--- src/rtl/core/chd_pkg.sv ---
`timescale 1ns / 1ps
// ----------------------------------------------------------------------------
// Cartridge header decoder package
// Shared types, header offsets and constants of the header decoder.
// ----------------------------------------------------------------------------
package chd_pkg;

    localparam int MAX_IMAGE_BANKS = 512;

    localparam int OFFSET_W  = 5;
    localparam int BANKS_W   = 10;
    localparam int RAMB_W    = 5;
    localparam int APB_AW    = 3;
    localparam int APB_DW    = 32;

    localparam logic [OFFSET_W-1:0] OFF_COLOR   = 5'd15;
    localparam logic [OFFSET_W-1:0] OFF_SUPER   = 5'd18;
    localparam logic [OFFSET_W-1:0] OFF_TYPE    = 5'd19;
    localparam logic [OFFSET_W-1:0] OFF_ROMSZ   = 5'd20;
    localparam logic [OFFSET_W-1:0] OFF_RAMSZ   = 5'd21;
    localparam logic [OFFSET_W-1:0] OFF_VERSION = 5'd24;
    localparam logic [OFFSET_W-1:0] OFF_LAST    = 5'd25;

    localparam logic [7:0] SUM_BIAS       = 8'd25;
    localparam logic [7:0] TYPE_ROM_ONLY  = 8'h00;
    localparam logic [7:0] TYPE_MBC1      = 8'h01;
    localparam logic [7:0] TYPE_MBC1_ALT  = 8'hEA;
    localparam logic [7:0] COLOR_SUPPORT  = 8'h80;
    localparam logic [7:0] COLOR_ONLY     = 8'hC0;
    localparam logic [7:0] SUPER_ENABLED  = 8'h03;
    localparam logic [BANKS_W-1:0] MULTICART_BANKS = 10'd64;

    localparam logic [APB_AW-3:0] REG_IMAGE_BANKS = 1'b0;

    typedef enum logic [2:0] {
        MK_NONE  = 3'd0,
        MK_MBC1  = 3'd1,
        MK_MULTI = 3'd2,
        MK_MBC2  = 3'd3,
        MK_MBC3  = 3'd4,
        MK_MBC5  = 3'd5,
        MK_UNSUP = 3'd6
    } t_mapper_kind;

    typedef enum logic [1:0] {
        CM_MONO    = 2'd0,
        CM_SUPPORT = 2'd1,
        CM_ONLY    = 2'd2
    } t_color_mode;

    typedef struct packed {
        logic [7:0] sum;
        logic [7:0] color_flag;
        logic [7:0] super_flag;
        logic [7:0] cart_type;
        logic [7:0] rom_code;
        logic [7:0] ram_code;
        logic [7:0] version;
    } t_hdr_state;

    typedef struct packed {
        t_mapper_kind        mapper_kind;
        logic                has_battery;
        logic                has_clock;
        logic                has_rumble;
        logic [RAMB_W-1:0]   ram_banks;
        logic [BANKS_W-1:0]  rom_banks;
        t_color_mode         color_mode;
        logic                super_support;
        logic                header_ok;
        logic [7:0]          version;
        logic [7:0]          rom_size_code;
        logic [7:0]          ram_size_code;
    } t_hdr_result;

endpackage

--- src/rtl/core/cartridge_header_decoder.sv ---
`timescale 1ns / 1ps
// ----------------------------------------------------------------------------
// Cartridge header decoder
// Sums and decodes the cartridge header bytes 0x134 to 0x14D, one per beat.
// ----------------------------------------------------------------------------
// Usage:
// Send each header byte as one input beat with its offset from 0x134. Bytes
// with an offset above 25 are ignored, but a last mark on them still ends the
// header. The beat marked last yields one result beat, which appears on the
// output channel in the cycle after that beat is accepted. The block takes
// one beat every cycle unless stalled; the only path per beat is the capture
// and decode logic from the header state registers to the result register.
// The APB register image_banks gives the image size in 16 KiB units; the user
// must write it only while the block is idle; the block does not enforce it.
// Reset clears the checksum, the captured bytes and image_banks, and empties
// the result register. While the receiver stalls a held result, input beats
// are also held off, because the result register has a single entry.
// ----------------------------------------------------------------------------
module cartridge_header_decoder (
    input  logic                          i_clk,
    input  logic                          i_rst_n,
    input  logic                          psel,
    input  logic                          penable,
    input  logic                          pwrite,
    input  logic [chd_pkg::APB_AW-1:0]    paddr,
    input  logic [chd_pkg::APB_DW-1:0]    pwdata,
    output logic [chd_pkg::APB_DW-1:0]    prdata,
    output logic                          pready,
    input  logic                          i_in_valid,
    output logic                          o_in_ready,
    input  logic [chd_pkg::OFFSET_W-1:0]  i_byte_offset,
    input  logic [7:0]                    i_header_byte,
    input  logic                          i_last_byte,
    output logic                          o_out_valid,
    input  logic                          i_out_ready,
    output logic [2:0]                    o_mapper_kind,
    output logic                          o_has_battery,
    output logic                          o_has_clock,
    output logic                          o_has_rumble,
    output logic [chd_pkg::RAMB_W-1:0]    o_ram_banks,
    output logic [chd_pkg::BANKS_W-1:0]   o_rom_banks,
    output logic [1:0]                    o_color_mode,
    output logic                          o_super_support,
    output logic                          o_header_ok,
    output logic [7:0]                    o_version,
    output logic [7:0]                    o_rom_size_code,
    output logic [7:0]                    o_ram_size_code
);

    logic                          w_accept;
    logic [chd_pkg::BANKS_W-1:0]   w_rom_banks;
    chd_pkg::t_hdr_state           w_state;
    chd_pkg::t_hdr_result          w_result;
    chd_pkg::t_hdr_result          r_result;
    logic                          r_out_valid;
    logic                          n_out_valid;

    assign o_in_ready = !r_out_valid || i_out_ready;
    assign w_accept   = i_in_valid && o_in_ready;

    chd_cfg u_cfg (
        .i_clk       (i_clk),
        .i_rst_n     (i_rst_n),
        .psel        (psel),
        .penable     (penable),
        .pwrite      (pwrite),
        .paddr       (paddr),
        .pwdata      (pwdata),
        .prdata      (prdata),
        .pready      (pready),
        .o_rom_banks (w_rom_banks)
    );

    chd_capture u_capture (
        .i_clk         (i_clk),
        .i_rst_n       (i_rst_n),
        .i_accept      (w_accept),
        .i_byte_offset (i_byte_offset),
        .i_header_byte (i_header_byte),
        .i_last_byte   (i_last_byte),
        .o_state       (w_state)
    );

    chd_decode u_decode (
        .i_state     (w_state),
        .i_rom_banks (w_rom_banks),
        .o_result    (w_result)
    );

    always_comb begin
        if (w_accept && i_last_byte) begin
            n_out_valid = 1'b1;
        end else if (i_out_ready) begin
            n_out_valid = 1'b0;
        end else begin
            n_out_valid = r_out_valid;
        end
    end

    always_ff @(posedge i_clk) begin
        if (!i_rst_n) begin
            r_out_valid <= 1'b0;
        end else begin
            r_out_valid <= n_out_valid;
        end
    end

    always_ff @(posedge i_clk) begin
        if (w_accept && i_last_byte) begin
            r_result <= w_result;
        end
    end

    assign o_out_valid     = r_out_valid;
    assign o_mapper_kind   = r_result.mapper_kind;
    assign o_has_battery   = r_result.has_battery;
    assign o_has_clock     = r_result.has_clock;
    assign o_has_rumble    = r_result.has_rumble;
    assign o_ram_banks     = r_result.ram_banks;
    assign o_rom_banks     = r_result.rom_banks;
    assign o_color_mode    = r_result.color_mode;
    assign o_super_support = r_result.super_support;
    assign o_header_ok     = r_result.header_ok;
    assign o_version       = r_result.version;
    assign o_rom_size_code = r_result.rom_size_code;
    assign o_ram_size_code = r_result.ram_size_code;

    a_last_gives_result: assert property (@(posedge i_clk) disable iff (!i_rst_n)
        w_accept && i_last_byte |=> o_out_valid)
        else $error("accepted last beat did not produce a result");

    a_no_accept_when_stalled: assert property (@(posedge i_clk) disable iff (!i_rst_n)
        o_out_valid && !i_out_ready |-> !w_accept)
        else $error("input beat accepted while the result register was stalled");

    a_rom_banks_pow2: assert property (@(posedge i_clk) disable iff (!i_rst_n)
        o_out_valid |-> ($onehot(o_rom_banks) || o_rom_banks == '0)
                        && o_rom_banks != chd_pkg::BANKS_W'(1))
        else $error("ROM bank count is not a power of two of at least two");

    a_mbc2_ram: assert property (@(posedge i_clk) disable iff (!i_rst_n)
        o_out_valid && o_mapper_kind == chd_pkg::MK_MBC2 && o_ram_size_code == 8'h00
        |-> o_ram_banks == chd_pkg::RAMB_W'(1))
        else $error("MBC2 without RAM size code must report one RAM bank");

endmodule

--- src/rtl/core/chd_cfg.sv ---
`timescale 1ns / 1ps
// ----------------------------------------------------------------------------
// Header decoder configuration registers
// APB register for the image size and the ROM bank count derived from it.
// ----------------------------------------------------------------------------
module chd_cfg (
    input  logic                          i_clk,
    input  logic                          i_rst_n,
    input  logic                          psel,
    input  logic                          penable,
    input  logic                          pwrite,
    input  logic [chd_pkg::APB_AW-1:0]    paddr,
    input  logic [chd_pkg::APB_DW-1:0]    pwdata,
    output logic [chd_pkg::APB_DW-1:0]    prdata,
    output logic                          pready,
    output logic [chd_pkg::BANKS_W-1:0]   o_rom_banks
);

    localparam int LIM_W = $clog2(chd_pkg::MAX_IMAGE_BANKS + 1) + 1;

    logic [chd_pkg::BANKS_W-1:0] r_image_banks;
    logic [chd_pkg::BANKS_W-1:0] r_rom_banks;
    logic [chd_pkg::BANKS_W-1:0] n_rom_banks;
    logic [chd_pkg::BANKS_W-1:0] w_wr_banks;
    logic [chd_pkg::BANKS_W-1:0] w_clamped;
    logic [chd_pkg::BANKS_W-1:0] w_smear;
    logic [chd_pkg::BANKS_W:0]   w_pow2;
    logic [LIM_W-1:0]            w_limit;
    logic                        w_write;

    assign pready  = 1'b1;
    assign w_write = psel && penable && pwrite && pready
                     && (paddr[chd_pkg::APB_AW-1:2] == chd_pkg::REG_IMAGE_BANKS);

    assign w_wr_banks = pwdata[chd_pkg::BANKS_W-1:0];
    assign w_limit    = LIM_W'(chd_pkg::MAX_IMAGE_BANKS);

    always_comb begin
        if (LIM_W'(w_wr_banks) > w_limit) begin
            w_clamped = w_limit[chd_pkg::BANKS_W-1:0];
        end else begin
            w_clamped = w_wr_banks;
        end
        w_smear = w_clamped - 1'b1;
        w_smear = w_smear | (w_smear >> 1);
        w_smear = w_smear | (w_smear >> 2);
        w_smear = w_smear | (w_smear >> 4);
        w_smear = w_smear | (w_smear >> 8);
        w_pow2  = {1'b0, w_smear} + 1'b1;
        if (w_clamped <= chd_pkg::BANKS_W'(2)) begin
            n_rom_banks = chd_pkg::BANKS_W'(2);
        end else begin
            n_rom_banks = w_pow2[chd_pkg::BANKS_W-1:0];
        end
    end

    always_ff @(posedge i_clk) begin
        if (!i_rst_n) begin
            r_image_banks <= '0;
            r_rom_banks   <= chd_pkg::BANKS_W'(2);
        end else if (w_write) begin
            r_image_banks <= w_wr_banks;
            r_rom_banks   <= n_rom_banks;
        end
    end

    always_comb begin
        if (paddr[chd_pkg::APB_AW-1:2] == chd_pkg::REG_IMAGE_BANKS) begin
            prdata = chd_pkg::APB_DW'(r_image_banks);
        end else begin
            prdata = '0;
        end
    end

    assign o_rom_banks = r_rom_banks;

endmodule

--- src/rtl/core/chd_capture.sv ---
`timescale 1ns / 1ps
// ----------------------------------------------------------------------------
// Header byte capture
// Running checksum and captured header fields, updated on each input beat.
// ----------------------------------------------------------------------------
module chd_capture (
    input  logic                           i_clk,
    input  logic                           i_rst_n,
    input  logic                           i_accept,
    input  logic [chd_pkg::OFFSET_W-1:0]   i_byte_offset,
    input  logic [7:0]                     i_header_byte,
    input  logic                           i_last_byte,
    output chd_pkg::t_hdr_state            o_state
);

    chd_pkg::t_hdr_state r_state;
    chd_pkg::t_hdr_state n_state;
    chd_pkg::t_hdr_state w_updated;

    always_comb begin
        w_updated = r_state;
        if (i_byte_offset <= chd_pkg::OFF_LAST) begin
            w_updated.sum = r_state.sum + i_header_byte;
            unique case (i_byte_offset)
                chd_pkg::OFF_COLOR:   w_updated.color_flag = i_header_byte;
                chd_pkg::OFF_SUPER:   w_updated.super_flag = i_header_byte;
                chd_pkg::OFF_TYPE:    w_updated.cart_type  = i_header_byte;
                chd_pkg::OFF_ROMSZ:   w_updated.rom_code   = i_header_byte;
                chd_pkg::OFF_RAMSZ:   w_updated.ram_code   = i_header_byte;
                chd_pkg::OFF_VERSION: w_updated.version    = i_header_byte;
                default: begin
                end
            endcase
        end
        n_state = w_updated;
        if (i_last_byte) begin
            n_state.sum = '0;
        end
    end

    always_ff @(posedge i_clk) begin
        if (!i_rst_n) begin
            r_state <= '0;
        end else if (i_accept) begin
            r_state <= n_state;
        end
    end

    assign o_state = w_updated;

endmodule

--- src/rtl/core/chd_decode.sv ---
`timescale 1ns / 1ps
// ----------------------------------------------------------------------------
// Header field decoder
// Maps the captured header bytes to mapper kind, features and bank counts.
// ----------------------------------------------------------------------------
module chd_decode (
    input  chd_pkg::t_hdr_state             i_state,
    input  logic [chd_pkg::BANKS_W-1:0]     i_rom_banks,
    output chd_pkg::t_hdr_result            o_result
);

    logic [7:0]            w_type;
    chd_pkg::t_mapper_kind w_kind;
    logic [7:0]            w_check;

    always_comb begin
        if (i_state.cart_type != chd_pkg::TYPE_MBC1_ALT && i_state.rom_code == 8'h00) begin
            w_type = chd_pkg::TYPE_ROM_ONLY;
        end else begin
            w_type = i_state.cart_type;
        end

        unique case (w_type)
            8'h00, 8'h08, 8'h09:                      w_kind = chd_pkg::MK_NONE;
            8'h01, 8'h02, 8'h03, 8'hEA, 8'hFF:        w_kind = chd_pkg::MK_MBC1;
            8'h05, 8'h06:                             w_kind = chd_pkg::MK_MBC2;
            8'h0F, 8'h10, 8'h11, 8'h12, 8'h13, 8'hFC: w_kind = chd_pkg::MK_MBC3;
            8'h19, 8'h1A, 8'h1B, 8'h1C, 8'h1D, 8'h1E,
            8'h15, 8'h16, 8'h17, 8'h22:               w_kind = chd_pkg::MK_MBC5;
            8'h0B, 8'h0C, 8'h0D:                      w_kind = chd_pkg::MK_MULTI;
            default:                                  w_kind = chd_pkg::MK_UNSUP;
        endcase

        o_result = '0;

        if (w_kind == chd_pkg::MK_MBC1 && i_state.cart_type == chd_pkg::TYPE_MBC1
                && i_state.ram_code == 8'h00 && i_rom_banks == chd_pkg::MULTICART_BANKS) begin
            o_result.mapper_kind = chd_pkg::MK_MULTI;
        end else begin
            o_result.mapper_kind = w_kind;
        end

        unique case (w_type)
            8'h03, 8'h06, 8'h09, 8'h0D, 8'h0F, 8'h10, 8'h13,
            8'h17, 8'h1B, 8'h1E, 8'h22, 8'hFD, 8'hFF: o_result.has_battery = 1'b1;
            default:                                  o_result.has_battery = 1'b0;
        endcase

        o_result.has_clock  = (w_type == 8'h0F) || (w_type == 8'h10);
        o_result.has_rumble = (w_type >= 8'h1C) && (w_type <= 8'h1E);

        unique case (i_state.ram_code)
            8'h00:        o_result.ram_banks = (w_kind == chd_pkg::MK_MBC2) ? 5'd1 : 5'd0;
            8'h01, 8'h02: o_result.ram_banks = 5'd1;
            8'h04:        o_result.ram_banks = 5'd16;
            default:      o_result.ram_banks = 5'd4;
        endcase

        o_result.rom_banks = i_rom_banks;

        priority if (i_state.color_flag == chd_pkg::COLOR_ONLY) begin
            o_result.color_mode = chd_pkg::CM_ONLY;
        end else if (i_state.color_flag == chd_pkg::COLOR_SUPPORT) begin
            o_result.color_mode = chd_pkg::CM_SUPPORT;
        end else begin
            o_result.color_mode = chd_pkg::CM_MONO;
        end

        w_check                = i_state.sum + chd_pkg::SUM_BIAS;
        o_result.super_support = (i_state.super_flag == chd_pkg::SUPER_ENABLED);
        o_result.header_ok     = (w_check == 8'h00);
        o_result.version       = i_state.version;
        o_result.rom_size_code = i_state.rom_code;
        o_result.ram_size_code = i_state.ram_code;
    end

endmodule

--- config.mk ---
export PLATFORM = sky130hd
export DESIGN_NAME = cartridge_header_decoder
export DESIGN_NICKNAME = d
export VERILOG_FILES = /design/src/rtl/core/chd_pkg.sv /design/src/rtl/core/cartridge_header_decoder.sv /design/src/rtl/core/chd_cfg.sv /design/src/rtl/core/chd_capture.sv /design/src/rtl/core/chd_decode.sv
export SDC_FILE = /design/constraint.sdc
export NUM_CORES = 1
export LEC_CHECK = 0
export BUFFER_PORTS_ARGS = -buffer_cell sky130_fd_sc_hd__buf_2
export CORE_MARGIN = 3
export CORE_UTILIZATION = 59
export DETAILED_ROUTE_END_ITERATION = 7
export PLACE_DENSITY = 0.89
export SLEW_MARGIN = 20
export SYNTH_ARGS = -nofsm -noshare
export SYNTH_HDL_FRONTEND = slang
export SYNTH_SLANG_ARGS = --single-unit
--- constraint.sdc ---
create_clock -name i_clk -period 5.6 [get_ports i_clk]
set_input_delay 0 -clock i_clk [delete_from_list [all_inputs] [get_ports i_clk]]
set_output_delay 0 -clock i_clk [all_outputs]
set_load 0.02 [all_outputs]
Word level (Yosys, flattened, before mapping)
Cells that the tools add are included.
{"block": "word_totals", "register_bits": 126, "in_bits": 56, "output_inout_bits": 84, "wordCells": 127}
{"block": "op_classes", "add_sub_neg": 4, "n_lt_le_gt_ge": 5, "eq_ne": 46, "muxes": 19, "bitwise": 5, "n_reduce_logical": 26}
{"operator": "$eq A8 B5 Y1 const B", "count": 13}
{"operator": "$mux W8", "count": 8}
{"operator": "$mux W56", "count": 1}
{"operator": "$eq A8 B4 Y1 const B", "count": 6}
{"operator": "$eq A8 B8 Y1 const B", "count": 6}
{"operator": "$eq A8 B2 Y1 const B", "count": 4}
{"operator": "$logic_not A8 Y1", "count": 4}
{"operator": "$mux W10", "count": 3}
{"operator": "$eq A5 B5 Y1 const B", "count": 5}
{"operator": "$eq A8 B1 Y1 const B", "count": 3}
{"operator": "$eq A8 B3 Y1 const B", "count": 3}
{"operator": "$pmux W3 S6", "count": 1}
{"operator": "$pmux W5 S3", "count": 1}
{"operator": "$reduce_or A13 Y1", "count": 1}
{"operator": "$add A10 B1 Y10 const B", "count": 1}
{"operator": "$eq A10 B7 Y1 const B", "count": 1}
{"operator": "$gt A10 B10 Y1 const B", "count": 1}
{"operator": "$le A10 B2 Y1 const B", "count": 1}
{"operator": "$logic_and A1 B1 Y1", "count": 10}
{"operator": "$or A10 B2 Y10", "count": 1}
{"operator": "$or A10 B6 Y10", "count": 1}
{"operator": "$or A10 B8 Y10", "count": 1}
{"operator": "$or A10 B9 Y10", "count": 1}
{"operator": "$reduce_or A10 Y1", "count": 1}
{"operator": "other kinds (20)", "count": 27}

Logic depth before layout (Yosys ltp)
Gate-level depths: netlist of the first run.
{"block": "depth", "depth_word": 13, "mapped_depth": 12}

Cells and area by module
Synthesis of the first run repeated with hierarchy kept, for this count alone.
{"block": "unflattened", "hier_cells": 773, "hier_area_um2": 7495.9}
{"module": "chd_capture", "n_inst": 1, "cells_per_inst": 377, "area_per_inst_um2": 3449.6, "seq_area_each_um2": 1121.1}
{"module": "cartridge_header_decoder", "n_inst": 1, "cells_per_inst": 55, "area_per_inst_um2": 1542.7, "seq_area_each_um2": 1491.4}
{"module": "chd_cfg", "n_inst": 1, "cells_per_inst": 201, "area_per_inst_um2": 1530.2, "seq_area_each_um2": 400.4}
{"module": "chd_decode", "n_inst": 1, "cells_per_inst": 140, "area_per_inst_um2": 973.4, "seq_area_each_um2": 0.0}

Worst setup path before layout of the first run
OpenSTA, ideal clock, no wires.
{"block": "synth_timing", "path_kind": "reg2reg", "startpoint": "register r_out_valid, in the netlist o_out_valid", "endpoint": "register r_result, in the netlist o_color_mode[0] (enable)", "setup_time_ps": 401, "arrival_time_ps": 2386, "required_ps": 5199, "setup_slack_ps": 2812, "stages_incl_launch_ff": 7, "synth_period_minus_slack_ps": 2788, "cell_sequence": "dfxtp_1 > nand2b_1 > and2_1 > clkbuf_1 > buf_1 > nand2_1 > inv_1"}
{"block": "synth_between", "elab_chain_cells": 4}
{"item": "from (decl)", "line_no": "cartridge_header_decoder.sv:55", "rtl": "logic r_out_valid;"}
{"item": "from (signal assigned)", "line_no": "cartridge_header_decoder.sv:104", "rtl": "r_out_valid <= n_out_valid;"}
{"item": "$logic_not A1 Y1", "line_no": "cartridge_header_decoder.sv:58", "rtl": "assign o_in_ready = !r_out_valid || i_out_ready;"}
{"item": "$logic_or A1 B1 Y1", "line_no": "cartridge_header_decoder.sv:58"}
{"item": "net o_in_ready", "line_no": "cartridge_header_decoder.sv:30", "rtl": "output logic o_in_ready,"}
{"item": "$logic_and A1 B1 Y1", "line_no": "cartridge_header_decoder.sv:59", "rtl": "assign w_accept = i_in_valid && o_in_ready;"}
{"item": "$logic_and A1 B1 Y1", "line_no": "cartridge_header_decoder.sv:109", "rtl": "if (w_accept && i_last_byte) begin"}
{"item": "to (signal assigned)", "line_no": "cartridge_header_decoder.sv:110", "rtl": "r_result <= w_result;"}
{"item": "to (decl)", "line_no": "cartridge_header_decoder.sv:54", "rtl": "chd_pkg::t_hdr_result r_result;"}
The timed path passes the listed nets, and every way through them passes these cells.
A chain may end at the register's enable or synchronous reset.

Worst setup path after layout of the first run
{"block": "layout_timing", "startpoint": "input port pwdata[9] (netlist name)", "endpoint": "register u_cfg.r_rom_banks, in the netlist u_cfg.o_rom_banks[8]"}
{"block": "layout_between", "elab_chain_cells": 9, "elab_cells_between_ends": 10, "cone_classes": "add/sub (2); order compare (2); mux (2); bitwise (4)"}
{"item": "from (decl)", "line_no": "cartridge_header_decoder.sv:26", "rtl": "input logic [chd_pkg::APB_DW-1:0] pwdata,"}
{"item": "$gt A10 B10 Y1", "line_no": "chd_cfg.sv:39", "rtl": "if (LIM_W'(w_wr_banks) > w_limit) begin"}
{"item": "$mux W10 *", "line_no": "chd_cfg.sv:39"}
{"item": "$sub A10 B1 Y10", "line_no": "chd_cfg.sv:44", "rtl": "w_smear = w_clamped - 1'b1;"}
{"item": "$or A10 B9 Y10", "line_no": "chd_cfg.sv:45", "rtl": "w_smear = w_smear | (w_smear >> 1);"}
{"item": "$or A10 B8 Y10", "line_no": "chd_cfg.sv:46", "rtl": "w_smear = w_smear | (w_smear >> 2);"}
{"item": "$or A10 B6 Y10", "line_no": "chd_cfg.sv:47", "rtl": "w_smear = w_smear | (w_smear >> 4);"}
{"item": "$or A10 B2 Y10", "line_no": "chd_cfg.sv:48", "rtl": "w_smear = w_smear | (w_smear >> 8);"}
{"item": "$add A10 B1 Y10", "line_no": "chd_cfg.sv:49", "rtl": "w_pow2 = {1'b0, w_smear} + 1'b1;"}
{"item": "$mux W10 *", "line_no": "chd_cfg.sv:50", "rtl": "if (w_clamped <= chd_pkg::BANKS_W'(2)) begin"}
{"item": "to (signal assigned)", "line_no": "chd_cfg.sv:60", "rtl": "r_rom_banks <= chd_pkg::BANKS_W'(2);"}
{"item": "to (signal assigned)", "line_no": "chd_cfg.sv:63", "rtl": "r_rom_banks <= n_rom_banks;"}
{"item": "to (decl)", "line_no": "chd_cfg.sv:22", "rtl": "logic [chd_pkg::BANKS_W-1:0] r_rom_banks;"}
Mark *: on every way between the ends. The rest lies on a longest branch, timed or not.

==> key figures, run 1 <==
STA
  • Setup TNS: 0 ns
  • Setup violators final: 0
  • Fin Hold WS: 0.0390 ns
  • Tmin final: 3.25 ns
  • RSZ-0062 raised after global routing: no
  • Skew final: 0.00978 ns
  • Hold Violations, Final: 0
  • Final WS setup: 2.35 ns
  • Fmax: 308 MHz
  • Fin. max-slew vios: 0
  • Worst-margin pin slew: 0.966 ns
  • Slew margin rel.: 0.350
  • Final period utilization: 0.581

Power
  • Sequential power share: 0.412
  • Sw Share: 0.258
  • P_sw: 0.000622 W
  • Peak VDD IR: 0.236 mV
  • Clock network fraction of total power: 0.467
  • Cell Int Power: 0.00179 W
  • Comb power frac: 0.122
  • Pwr per Cell Area: 310 mW/mm2
  • Leakage: 3.16 nW

Route
  • Drt first pass iters: 5
  • Final wirelength: 17,400 um
  • Final ANT Viol Nets: 0
  • Residual DRC: 0
  • Vias/cell: 6.12
  • Wirelength per Cell: 18.2 um
  • Vias: 5,844
  • Initial DRC Count: 521

Global route
  • Total GRT Usage: 0.277
  • Vias in the first global route: 5,765
  • Global route overflow: 0
  • Initial antenna violation count: 0
  • First-pass GRT wire length: 27,900 um
  • Largest net degree at the start of global routing: 75

Worst setup path
  • Worst r2r path cells: 9
  • WP depth: 13
  • CP endpoint kind: flop
  • Critical Path AT: 3.72 ns
  • Setup CP Type: input port to flop
  • Crit path to: u_cfg.o_rom_banks[8]$_SDFFE_PN0P_
  • CP peak stage delay: 0.52 ns
  • Crit Reg-Reg Endpoint: o_header_ok$_DFFE_PP_
  • CP delay by family, top: simple AND/OR/NAND/NOR gates
  • Most used cell along the critical path: ha_1
  • Crit path required time: 6.07 ns
  • Critical path cell sequence: dlygate4sd3_1 -> buf_2 -> nand2b_1 -> ha_1 -> o21ai_1 -> or3b_1 -> a211oi_2 -> and4_1 -> nand2_1 -> ha_1 -> xnor2_1 -> or3_1 -> a21oi_1
  • Worst path bufs/invs: 2
  • CP Max Fanout: 16
  • Worst Setup SP: pwdata[9]
  • R2R Setup Slk: 3.15 ns
  • FF-to-FF Start: u_capture.r_state[48]$_SDFFE_PN0P_
  • CP max-delay cell: dlygate4sd3_1
  • Type of origin of the critical path: input port

Clocking
  • Clock transition at path regs: 0.06 ns
  • Clock sink count: 124
  • H-Tree Depth: 4
  • Clock Tree Root: clkbuf_8
  • Cts repair resizes: 0
  • CTS tree: yes
  • Clock insertion delay at the later pin of the skew report: 0.54 ns
  • TritonCTS Buffers: 17
  • Longest Clk Path Bufs: 2

Synthesis
  • Share of the synthesized area in the top cell type: 0.235
  • Flops & latches, synth: 124
  • Async set-or-reset flop fraction in the synthesized netlist: 0
  • Post-synthesis sequential area ratio: 0.449
  • Main area contributors after synthesis: dfxtp_1 (23%), edfxtp_1 (21%), nor2_1 (5.5%), mux2i_1 (4.3%), nand2_1 (3.7%)
  • Synthesized area: 0.00657 mm2
  • Cells after synthesis: 715
  • Avg Synthesized Cell Area: 9.19 um2
  • Unique masters post-synth: 75
  • Ys flop type: dfxtp_1
  • Area leader, netlist: dfxtp_1
  • YS warnings: 0
  • Post-synth EDFFs: 47

Cells and area
  • Fin area: 0.00779 mm2
  • Area grow syn2layout: 18.5%
  • Utilization after layout: 0.738
  • Nets: 874
  • Share of cells above drive strength 1: 0.204
  • # diodes: 0
  • Layout filler cell count: 698

Placement
  • Number of buffers added on ports: 90
  • Post-DP HPWL: 11,100 um
  • RePlAce Congestion: 0.963
  • Cell Area, Placed: 0.00695 mm2
  • Worst slack, placed: 2.42 ns

Min path
  • Hold Path Stages: 5
  • HP Class: input port to flop

Outcome
  • Outcome: complete, no violations

Floorplan
  • Core Box Area: 0.0106 mm2
  • # IOs: 140
  • Std-Cell Rows: 37
  • Starting Density: 0.622
  • Die height: 112 um
  • Die area: 0.0124 mm2
  • Die Span X: 112 um

Run
  • Maxcap violations: 0
-- cells in the mapped netlist (all sizes together) (4+ instances only) --
library cell and instances:
nor2 98, dfxtp 77, nand2 65, edfxtp 47, a21oi 36, buf 35, nor3 34, clkbuf 33
mux2i 28, o21ai 26, nand3 24, mux2 21, nor2b 16, nor4 14, inv 13, a211oi 11
ha 11, xnor2 9, a22oi 7, nand2b 7, or3 7, xor2 7, a31oi 6, and2 6
nand4 6, nand4b 5, and3 4, nand3b 4, o21bai 4, or2 4, or4 4
-- sequential cells by signal, indices dropped and copies added, names as in the netlist --
| signal | count |
|---|---|
| o_mapper_kind | 3 |
| o_out_valid | 1 |
| o_color_mode | 2 |
| o_rom_size_code | 8 |
| o_header_ok | 1 |
| o_version | 8 |
| o_super_support | 1 |
| u_cfg.o_rom_banks | 10 |
| o_rom_banks | 10 |
| u_capture.r_state | 56 |
| o_ram_size_code | 8 |
| o_ram_banks | 3 |
| u_cfg.r_image_banks | 10 |
| o_has_rumble | 1 |
| o_has_clock | 1 |
| o_has_battery | 1 |
-- power groups by stage --
stage               Combinational [W]  Sequential, W  Clock, W
CTS                          0.000288       0.000993   0.00113
global route                 0.000319       0.000996   0.00117
global placement             0.000261        0.00101         0
floorplan                    0.000187        0.00103         0
detailed placement           0.000273        0.00101         0
finish                       0.000294       0.000993   0.00113
-- placed cells by master (no fill, tap or decap), types with 24 or more instances in the layout --
master / n
conb_1: 25
nor2_1: 97
buf_2: 90
nand3_1: 24
dfxtp_1: 77
nor3_1: 32
mux2i_1: 28
edfxtp_1: 47
nand2_1: 65
a21oi_1: 36
-- repair_timing --
action,in CTS,in global routing
endpoints found under the hold margin,45,0
hold buffers,22,0
buffers inserted,0,0
-- final cells by class --
| cell class | count | area [um2] | area share |
|---|---|---|---|
| clock buffers | 20 | 455 | 0.0585 |
| clock inverters | 12 | 159 | 0.0204 |
| inverters | 13 | 48.8 | 0.00627 |
| multi-input cells | 533 | 3290 | 0.423 |
| flip-flops and latches | 124 | 2950 | 0.379 |
| well taps | 136 | 170 | 0.0219 |
| repair buffers | 117 | 708 | 0.0909 |
-- worst min path at each step --
stage / from / endpoint / slack [ns]
finish: i_in_valid / u_capture.r_state[51]$_SDFFE_PN0P_ / 0.04
global route: i_in_valid / u_capture.r_state[51]$_SDFFE_PN0P_ / 0.09
CTS: i_in_valid / u_capture.r_state[51]$_SDFFE_PN0P_ / 0.03
detailed placement: i_rst_n / u_cfg.o_rom_banks[1]$_SDFFE_PN1P_ / 0.24
global placement: i_rst_n / u_cfg.o_rom_banks[1]$_SDFFE_PN1P_ / 0.24
floorplan: i_rst_n / u_cfg.o_rom_banks[1]$_SDFFE_PN1P_ / 0.06
-- through the flow --
stage / instances / total power, W
floorplan: 738 / 0.00122
global placement: 901 / 0.00127
detailed placement: 901 / 0.00128
CTS: 955 / 0.00241
global route: 955 / 0.00248
finish: 955 / 0.00241
-- cell families (layout without fill, tap and decap cells) --
logic type | count (synthesis) | in the layout | synth area share
AND/OR/NAND/NOR | 311 | 311 | 0.239
multiplexers | 49 | 49 | 0.0787
XOR/XNOR | 16 | 16 | 0.0213
AO/OA/AOI/OAI | 120 | 120 | 0.124
adder cells (fa/ha/maj) | 12 | 12 | 0.0240
other | 2 | 25 | 0.00114
flip-flops | 124 | 124 | 0.449
buffers and inverters | 81 | 162 | 0.0625
-- per-layer routing --
| metal | global-route usage | vias up | routed length [um] |
|---|---|---|---|
| met3 | 0.0625 | 71 | 1430 |
| met4 | 0.140 | 0 | 655 |
| li1 | - | 2698 | - |
| met2 | 0.491 | 327 | 8790 |
| met1 | 0.311 | 2748 | 6500 |
| met5 | 0 | - | 0 |
-- worst reg2reg max path: stages, from the launching register on --
cell and delay (ns):
dfxtp_1 0.33, ha_1 0.22, fa_1 0.41, a21o_1 0.18
a21oi_1 0.23, o21bai_1 0.10, a21oi_1 0.20, xnor2_1 0.17
nand3_1 0.11, a211oi_1 0.31
(Power assumes the default switching activity.)
==> inputs of run 2 (changes only) <==
--- a/config.mk
+++ b/config.mk
@@ -5,11 +5,12 @@
 export SDC_FILE = /design/constraint.sdc
 export NUM_CORES = 1
 export LEC_CHECK = 0
+export ABC_AREA = 1
 export BUFFER_PORTS_ARGS = -buffer_cell sky130_fd_sc_hd__buf_2
 export CORE_MARGIN = 3
-export CORE_UTILIZATION = 59
+export CORE_UTILIZATION = 55
 export DETAILED_ROUTE_END_ITERATION = 7
-export PLACE_DENSITY = 0.89
+export PLACE_DENSITY = 0.84
 export SLEW_MARGIN = 20
 export SYNTH_ARGS = -nofsm -noshare
 export SYNTH_HDL_FRONTEND = slang
==> constraint.sdc (replaced) <==
create_clock -name i_clk -period 3 [get_ports i_clk]
set_input_delay 0 -clock i_clk [delete_from_list [all_inputs] [get_ports i_clk]]
set_output_delay 0 -clock i_clk [all_outputs]
set_load 0.02 [all_outputs]
==> key figures, run 2 <==
Placement
  • Worst slack, placed: 0.165 ns (-2.26 ns)
  • RePlAce Congestion: 0.897 (-6.8%)
  • Number of buffers added on ports: 90 (unchanged)
  • Cell Area, Placed: 0.00719 mm2 (+3.4%)
  • Post-DP HPWL: 10,400 um (-6.2%)

Global route
  • Initial antenna violation count: 0 (unchanged)
  • Largest net degree at the start of global routing: 82 (+9.3%)
  • First-pass GRT wire length: 24,800 um (-11%)
  • Global route overflow: 0 (unchanged)
  • Total GRT Usage: 0.232 (-0.0451)
  • Vias in the first global route: 5,385 (-6.6%)

Synthesis
  • Async set-or-reset flop fraction in the synthesized netlist: 0 (unchanged)
  • Avg Synthesized Cell Area: 7.32 um2 (-20%)
  • Unique masters post-synth: 45 (-40%)
  • Main area contributors after synthesis: dfxtp_1 (23%), edfxtp_1 (21%), nand2_1 (11%), inv_1 (9.9%), o21ai_0 (7.2%)
  • Synth cell count leaders: nand2_1 (190), inv_1 (177), o21ai_0 (96), a21oi_1 (80), dfxtp_1 (77)
  • Synthesized area: 0.00672 mm2 (+2.2%)
  • Post-synthesis sequential area ratio: 0.440 (-0.00980)
  • Post-synth EDFFs: 47 (unchanged)
  • Cells after synthesis: 918 (+28%)
  • Share of the synthesized area in the top cell type: 0.230 (-0.00511)
  • Ys flop type: dfxtp_1
  • Area leader, netlist: dfxtp_1
  • Flops & latches, synth: 124 (unchanged)
  • YS warnings: 0 (unchanged)
  • Cell with the most instances after synthesis: nand2_1

Min path
  • Worst Hold Endpoint: u_capture.r_state[54]$_SDFFE_PN0P_
  • HP Class: input port to flop
  • Hold Path Stages: 4 (-1)
  • Hold Crit Start: i_last_byte

Power
  • Leakage: 4.04 nW (+28%)
  • Pwr per Cell Area: 558 mW/mm2 (+80%)
  • Cell Int Power: 0.00326 W (+82%)
  • Peak VDD IR: 0.291 mV (+23%)
  • P_sw: 0.00121 W (+94%)
  • Comb power frac: 0.152 (+0.030)
  • Sw Share: 0.270 (+0.0120)
  • Sequential power share: 0.421 (+0.009)
  • Clock network fraction of total power: 0.427 (-0.040)

Route
  • Final wirelength: 15,500 um (-11%)
  • Drt first pass iters: 7 (+2)
  • Vias/cell: 5.12 (-16%)
  • Residual DRC: 0 (unchanged)
  • Wirelength per Cell: 13.1 um (-28%)
  • Final ANT Viol Nets: 0 (unchanged)
  • Vias: 6,054 (+3.6%)
  • Initial DRC Count: 571 (+9.6%)

Clocking
  • Clock Tree Root: clkbuf_16
  • H-Tree Depth: 4 (unchanged)
  • Clock insertion delay at the later pin of the skew report: 0.41 ns (-0.13 ns)
  • Clock transition at path regs: 0.05 ns (about the same)
  • CTS tree: yes
  • TritonCTS Buffers: 17 (unchanged)
  • Clock sink count: 124 (unchanged)
  • Longest Clk Path Bufs: 2 (unchanged)

Worst setup path
  • CP max-delay cell: dlygate4sd3_1
  • Worst path bufs/invs: 8 (+6)
  • CP endpoint kind: flop
  • R2R Setup Slk: 0.64 ns (-2.51 ns)
  • Type of origin of the critical path: input port
  • Critical Path AT: 3.05 ns (-0.67 ns)
  • CP peak stage delay: 0.54 ns (+0.02 ns)
  • Crit path required time: 3.29 ns (-2.78 ns)
  • CP Max Fanout: 5 (-11)
  • Setup CP Type: input port to flop
  • CP delay by family, top: buffers and inverters
  • FF-to-FF Start: u_capture.r_state[48]$_SDFFE_PN0P_
  • Most used cell along the critical path: inv_1
  • Crit Reg-Reg Endpoint: o_header_ok$_DFFE_PP_
  • Worst r2r path cells: 14 (+5)

Cells and area
  • # diodes: 0 (unchanged)
  • Share of cells above drive strength 1: 0.162 (-0.0424)
  • Most frequent cells in the layout: nand2_1 (184), inv_1 (174), o21ai_0 (96)
  • Commonest non-fill, non-tap cell in the layout: nand2_1
  • Fin area: 0.00800 mm2 (+2.8%)
  • Max reg flops: 56 (unchanged)
  • Largest Register: u_capture.r_state
  • Area grow syn2layout: 19.2%
  • Nets: 1,095 (+25%)

STA
  • Worst-margin pin slew: 0.799 ns (-0.168 ns)
  • Slew margin rel.: 0.466 (+0.116)
  • Fmax: 363 MHz
  • Tmin final: 2.76 ns
  • Setup violators final: 0 (unchanged)
  • Final period utilization: 0.919
  • Skew final: 0.00474 ns (-0.00504 ns)
  • Setup TNS: 0 ns (unchanged)
  • Fin. max-slew vios: 0 (unchanged)
  • Hold Violations, Final: 0 (unchanged)
  • Final WS setup: 0.244 ns (-2.10 ns)

Floorplan
  • Die height: 117 um (+4.5%)
  • Die area: 0.0136 mm2 (+9.1%)
  • Std-Cell Rows: 39 (+5.4%)
  • Die Span X: 117 um (+4.5%)
  • Core Box Area: 0.0117 mm2 (+10%)
  • Starting Density: 0.576 (-0.0465)
  • # IOs: 140 (unchanged)

Outcome
  • Outcome: complete, no violations

Run
  • Maxcap violations: 0 (unchanged)
-- run 2: changes by cell type after synthesis, moves of 28 or more --
cell     delta
inv_1     +164
nor2_1     -38
a21oi_1    +44
o21ai_0    +78
mux2i_1    -28
nand2_1   +125
-- run 2: timing repair --
item / 4_1_cts / 5_1_grt
hold buffers: 19 / 0
gates resized for setup: 0 / 16
setup endpoints to repair: 0 / 5
buffers inserted: 0 / 4
endpoints found under the hold margin: 17 / 0
-- run 2: worst max path at each step --
stage | start | endpoint | slack (ns) | cells past startpoint
global route | pwdata[0] | u_cfg.o_rom_banks[6]$_SDFFE_PN0P_ | -0.04 | 25
finish | pwdata[0] | u_cfg.o_rom_banks[6]$_SDFFE_PN0P_ | 0.24 | 25
floorplan | o_out_valid$_SDFFE_PN0P_ | o_color_mode[0]$_SDFFCE_PN0P_ | 0.38 | 4
global placement | pwdata[4] | u_cfg.o_rom_banks[6]$_SDFFE_PN0P_ | 0.28 | 24
detailed placement | pwdata[4] | u_cfg.o_rom_banks[6]$_SDFFE_PN0P_ | 0.17 | 24
CTS | pwdata[4] | u_cfg.o_rom_banks[6]$_SDFFE_PN0P_ | 0.04 | 25
-- run 2: cells by family (layout without fill, tap and decap cells) --
family / Yosys count / in the layout / synth area share
buf+inv: 234 / 333 / 0.147
xor+xnor: 8 / 8 / 0.0104
other cells: 2 / 25 / 0.00112
fa+ha+maj: 12 / 12 / 0.0235
compound gates: 194 / 194 / 0.151
simple gates: 344 / 344 / 0.227
flops: 124 / 124 / 0.440
-- run 2: cell type report --
cell class / instances / area (um2)
clock buffer: 21 / 440
sequential: 124 / 2950
timing repair buffer: 121 / 731
inverter: 180 / 676
multi-input combinational: 583 / 2920
fill: 903 / 3660
tap: 143 / 179
clock inverter: 11 / 103
-- run 2: power by group through the flow --
stage | registers (W) | clock network [W] | logic, W
6_report | 0.00188 | 0.00191 | 0.000681
5_1_grt | 0.00189 | 0.00199 | 0.000767
4_1_cts | 0.00188 | 0.00193 | 0.000657
3_5_place_dp | 0.00191 | 0 | 0.000633
3_3_place_gp | 0.00191 | 0 | 0.000620
2_1_floorplan | 0.00195 | 0 | 0.000455
-- run 2: layer usage --
layer  part of all wire  GRT usage  wire (um)  vias to the layer above
met5                  0          0          0                        -
li1                   -          -          -                     3112
met3              0.069     0.0487       1070                       19
met1               0.44      0.303       6890                     2706
met4              0.015     0.0866        236                        0
met2               0.47      0.378       7340                      217
-- run 2: stage by stage --
step / hold slack (ns) / std cells / utilization / total power (W)
CTS: 0.0000811 / 1179 / 0.680 / 0.00446
global route: 0.0550 / 1183 / 0.686 / 0.00465
detailed placement: 0.277 / 1128 / 0.617 / 0.00255
finish: 0.0142 / 1183 / 0.686 / 0.00447
global placement: 0.278 / 1128 / 0.617 / 0.00253
floorplan: 0.138 / 941 / - / 0.00241
-- run 2: worst min-delay path: stages --
cell     delay (ns)
buf_2          0.10
nor2_1         0.13
nand2_1        0.10
a21oi_1        0.05
==> inputs of run 3 (changes only) <==
--- a/config.mk
+++ b/config.mk
@@ -8,9 +8,9 @@
 export ABC_AREA = 1
 export BUFFER_PORTS_ARGS = -buffer_cell sky130_fd_sc_hd__buf_2
 export CORE_MARGIN = 3
-export CORE_UTILIZATION = 55
+export CORE_UTILIZATION = 40
 export DETAILED_ROUTE_END_ITERATION = 7
-export PLACE_DENSITY = 0.84
+export PLACE_DENSITY = 0.65
 export SLEW_MARGIN = 20
 export SYNTH_ARGS = -nofsm -noshare
 export SYNTH_HDL_FRONTEND = slang
==> key figures, run 3 (synthesis results as in run 2) <==
Outcome
  • Outcome: complete, no violations

STA
  • Setup TNS: 0 ns (unchanged)
  • Skew final: 0.00587 ns (+0.00113 ns)
  • Fmax: 368 MHz (+1.4%)
  • Slew margin rel.: 0.524 (+0.0574)
  • Setup violators final: 0 (unchanged)
  • Worst-margin pin slew: 0.713 ns (-0.0859 ns)
  • Fin. max-slew vios: 0 (unchanged)
  • Tmin final: 2.72 ns (-0.0387 ns)
  • Hold Violations, Final: 0 (unchanged)
  • Final period utilization: 0.906 (-0.0129)

Cells and area
  • # diodes: 0 (unchanged)
  • Nets: 1,097 (+0.18%)
  • Largest Register: u_capture.r_state
  • Area grow syn2layout: 22.9%
  • Max reg flops: 56 (unchanged)
  • Layout filler cell count: 1,547 (+71%)
  • Commonest non-fill, non-tap cell in the layout: nand2_1
  • Most frequent cells in the layout: nand2_1 (185), inv_1 (170), o21ai_0 (96)
  • Share of cells above drive strength 1: 0.169 (+0.00737)

Placement
  • Number of buffers added on ports: 90 (unchanged)
  • Post-DP HPWL: 11,000 um (+5.2%)
  • RePlAce Congestion: 0.866 (-3.5%)

Clocking
  • Longest Clk Path Bufs: 2 (unchanged)
  • Clock transition at path regs: 0.05 ns (about the same)
  • Clock insertion delay at the later pin of the skew report: 0.42 ns (about the same)
  • Clock Tree Root: clkbuf_16
  • CTS tree: yes
  • H-Tree Depth: 4 (unchanged)
  • TritonCTS Buffers: 17 (unchanged)
  • Clock sink count: 124 (unchanged)

Global route
  • First-pass GRT wire length: 26,000 um (+5.0%)
  • Largest net degree at the start of global routing: 68 (-17%)
  • Vias in the first global route: 5,396 (+0.20%)
  • Initial antenna violation count: 0 (unchanged)
  • Total GRT Usage: 0.178 (-0.0537)
  • Global route overflow: 0 (unchanged)

Floorplan
  • Std-Cell Rows: 46 (+18%)
  • Die area: 0.0184 mm2 (+35%)
  • Die height: 136 um (+16%)
  • Core Box Area: 0.0162 mm2 (+39%)
  • Starting Density: 0.415 (-0.161)
  • # IOs: 140 (unchanged)
  • Die Span X: 136 um (+16%)

Route
  • Vias/cell: 4.74 (-7.4%)
  • Initial DRC Count: 373 (-35%)
  • Residual DRC: 0 (unchanged)
  • Vias: 5,963 (-1.5%)
  • Wirelength per Cell: 12.7 um (-3.5%)
  • Final wirelength: 15,900 um (+2.6%)
  • Drt first pass iters: 5 (-2)
  • Final ANT Viol Nets: 0 (unchanged)

Worst setup path
  • Setup CP Type: input port to flop
  • Type of origin of the critical path: input port
  • Crit path required time: 3.30 ns (about the same)
  • CP delay by family, top: buffers and inverters
  • Critical Path AT: 3.02 ns (-0.03 ns)
  • Most used cell along the critical path: inv_2
  • CP endpoint kind: flop
  • CP max-delay cell: dlygate4sd3_1
  • CP Max Fanout: 5 (unchanged)
  • CP peak stage delay: 0.56 ns (+0.02 ns)
  • Worst path bufs/invs: 8 (unchanged)

Power
  • Total power: 0.00488 W (+9.3%)
  • Peak VDD IR: 0.428 mV (+47%)
  • Leakage: 4.10 nW (+1.7%)
  • Pwr per Cell Area: 592 mW/mm2 (+6.0%)

Min path
  • HP Class: input port to flop

Run
  • Maxcap violations: 0 (unchanged)
[run 3: worst reg2reg max path: cells and delay by family (launching register included)]
family | cells | cell delay [ns]
compound gates | 3 | 0.38
xor+xnor | 1 | 0.16
fa+ha+maj | 2 | 0.59
buf+inv | 1 | 0.07
flops | 1 | 0.32
simple gates | 7 | 0.52
[run 3: path summary, 6_finish.rpt]
kind	from	endpoint	slack, ns	cells past startpoint
setup / recovery	pwdata[1]	u_cfg.o_rom_banks[6]$_SDFFE_PN0P_	0.28	25
setup reg to reg	u_capture.r_state[48]$_SDFFE_PN0P_	o_header_ok$_DFFE_PP_	0.72	14
hold / removal	i_header_byte[0]	o_rom_size_code[0]$_DFFE_PP_	0.03	3
hold reg to reg	u_cfg.o_rom_banks[9]$_SDFFE_PN0P_	o_rom_banks[9]$_DFFE_PP_	0.46	0
[run 3: per-layer routing]
metal / wire length, um / share of wire / GRT usage / vias to the layer above
li1: - / - / - / 3119
met5: 0 / 0 / 0 / -
met2: 7340 / 0.46 / 0.280 / 160
met1: 7350 / 0.46 / 0.237 / 2660
met3: 956 / 0.060 / 0.0468 / 24
met4: 294 / 0.018 / 0.0627 / 0
[run 3: layout make-up]
class                           count  area (um2)  share of cell area
Sequential cell                   124        2950               0.358
Multi-Input combinational cell    583        2920               0.354
Timing Repair Buffer              123         766              0.0928
Inverter                          180         676              0.0819
Clock buffer                       17         425              0.0516
Tap cell                          216         270              0.0328
Clock inverter                     15         243              0.0294
[run 3: timing repair]
action	in CTS	in global routing
setup endpoints to repair	0	5
setup buffers	0	3
hold buffers	22	0
endpoints found under the hold margin	22	0
gates resized for setup	0	19
[run 3: per-stage QoR]
step | hold slack [ns] | instance area (um2) | std cells | worst slack [ns] | util
finish | 0.0328 | 8250 | 1258 | 0.283 | 0.510
global placement | 0.284 | 7300 | 1201 | 0.245 | 0.451
CTS | 0.0114 | 8180 | 1255 | 0.0752 | 0.506
global route | 0.0543 | 8250 | 1258 | -0.0330 | 0.510
floorplan | 0.138 | 6810 | 941 | 0.384 | -
detailed placement | 0.282 | 7300 | 1201 | 0.195 | 0.451
[run 3: where the power goes]
group / internal (W) / switching [W] / total (W) / leakage (nW)
Clock: 0.00156 / 0.000770 / 0.00233 / 0.319
Combinational: 0.000215 / 0.000464 / 0.000679 / 2.70
Sequential: 0.00185 / 0.0000331 / 0.00188 / 1.08
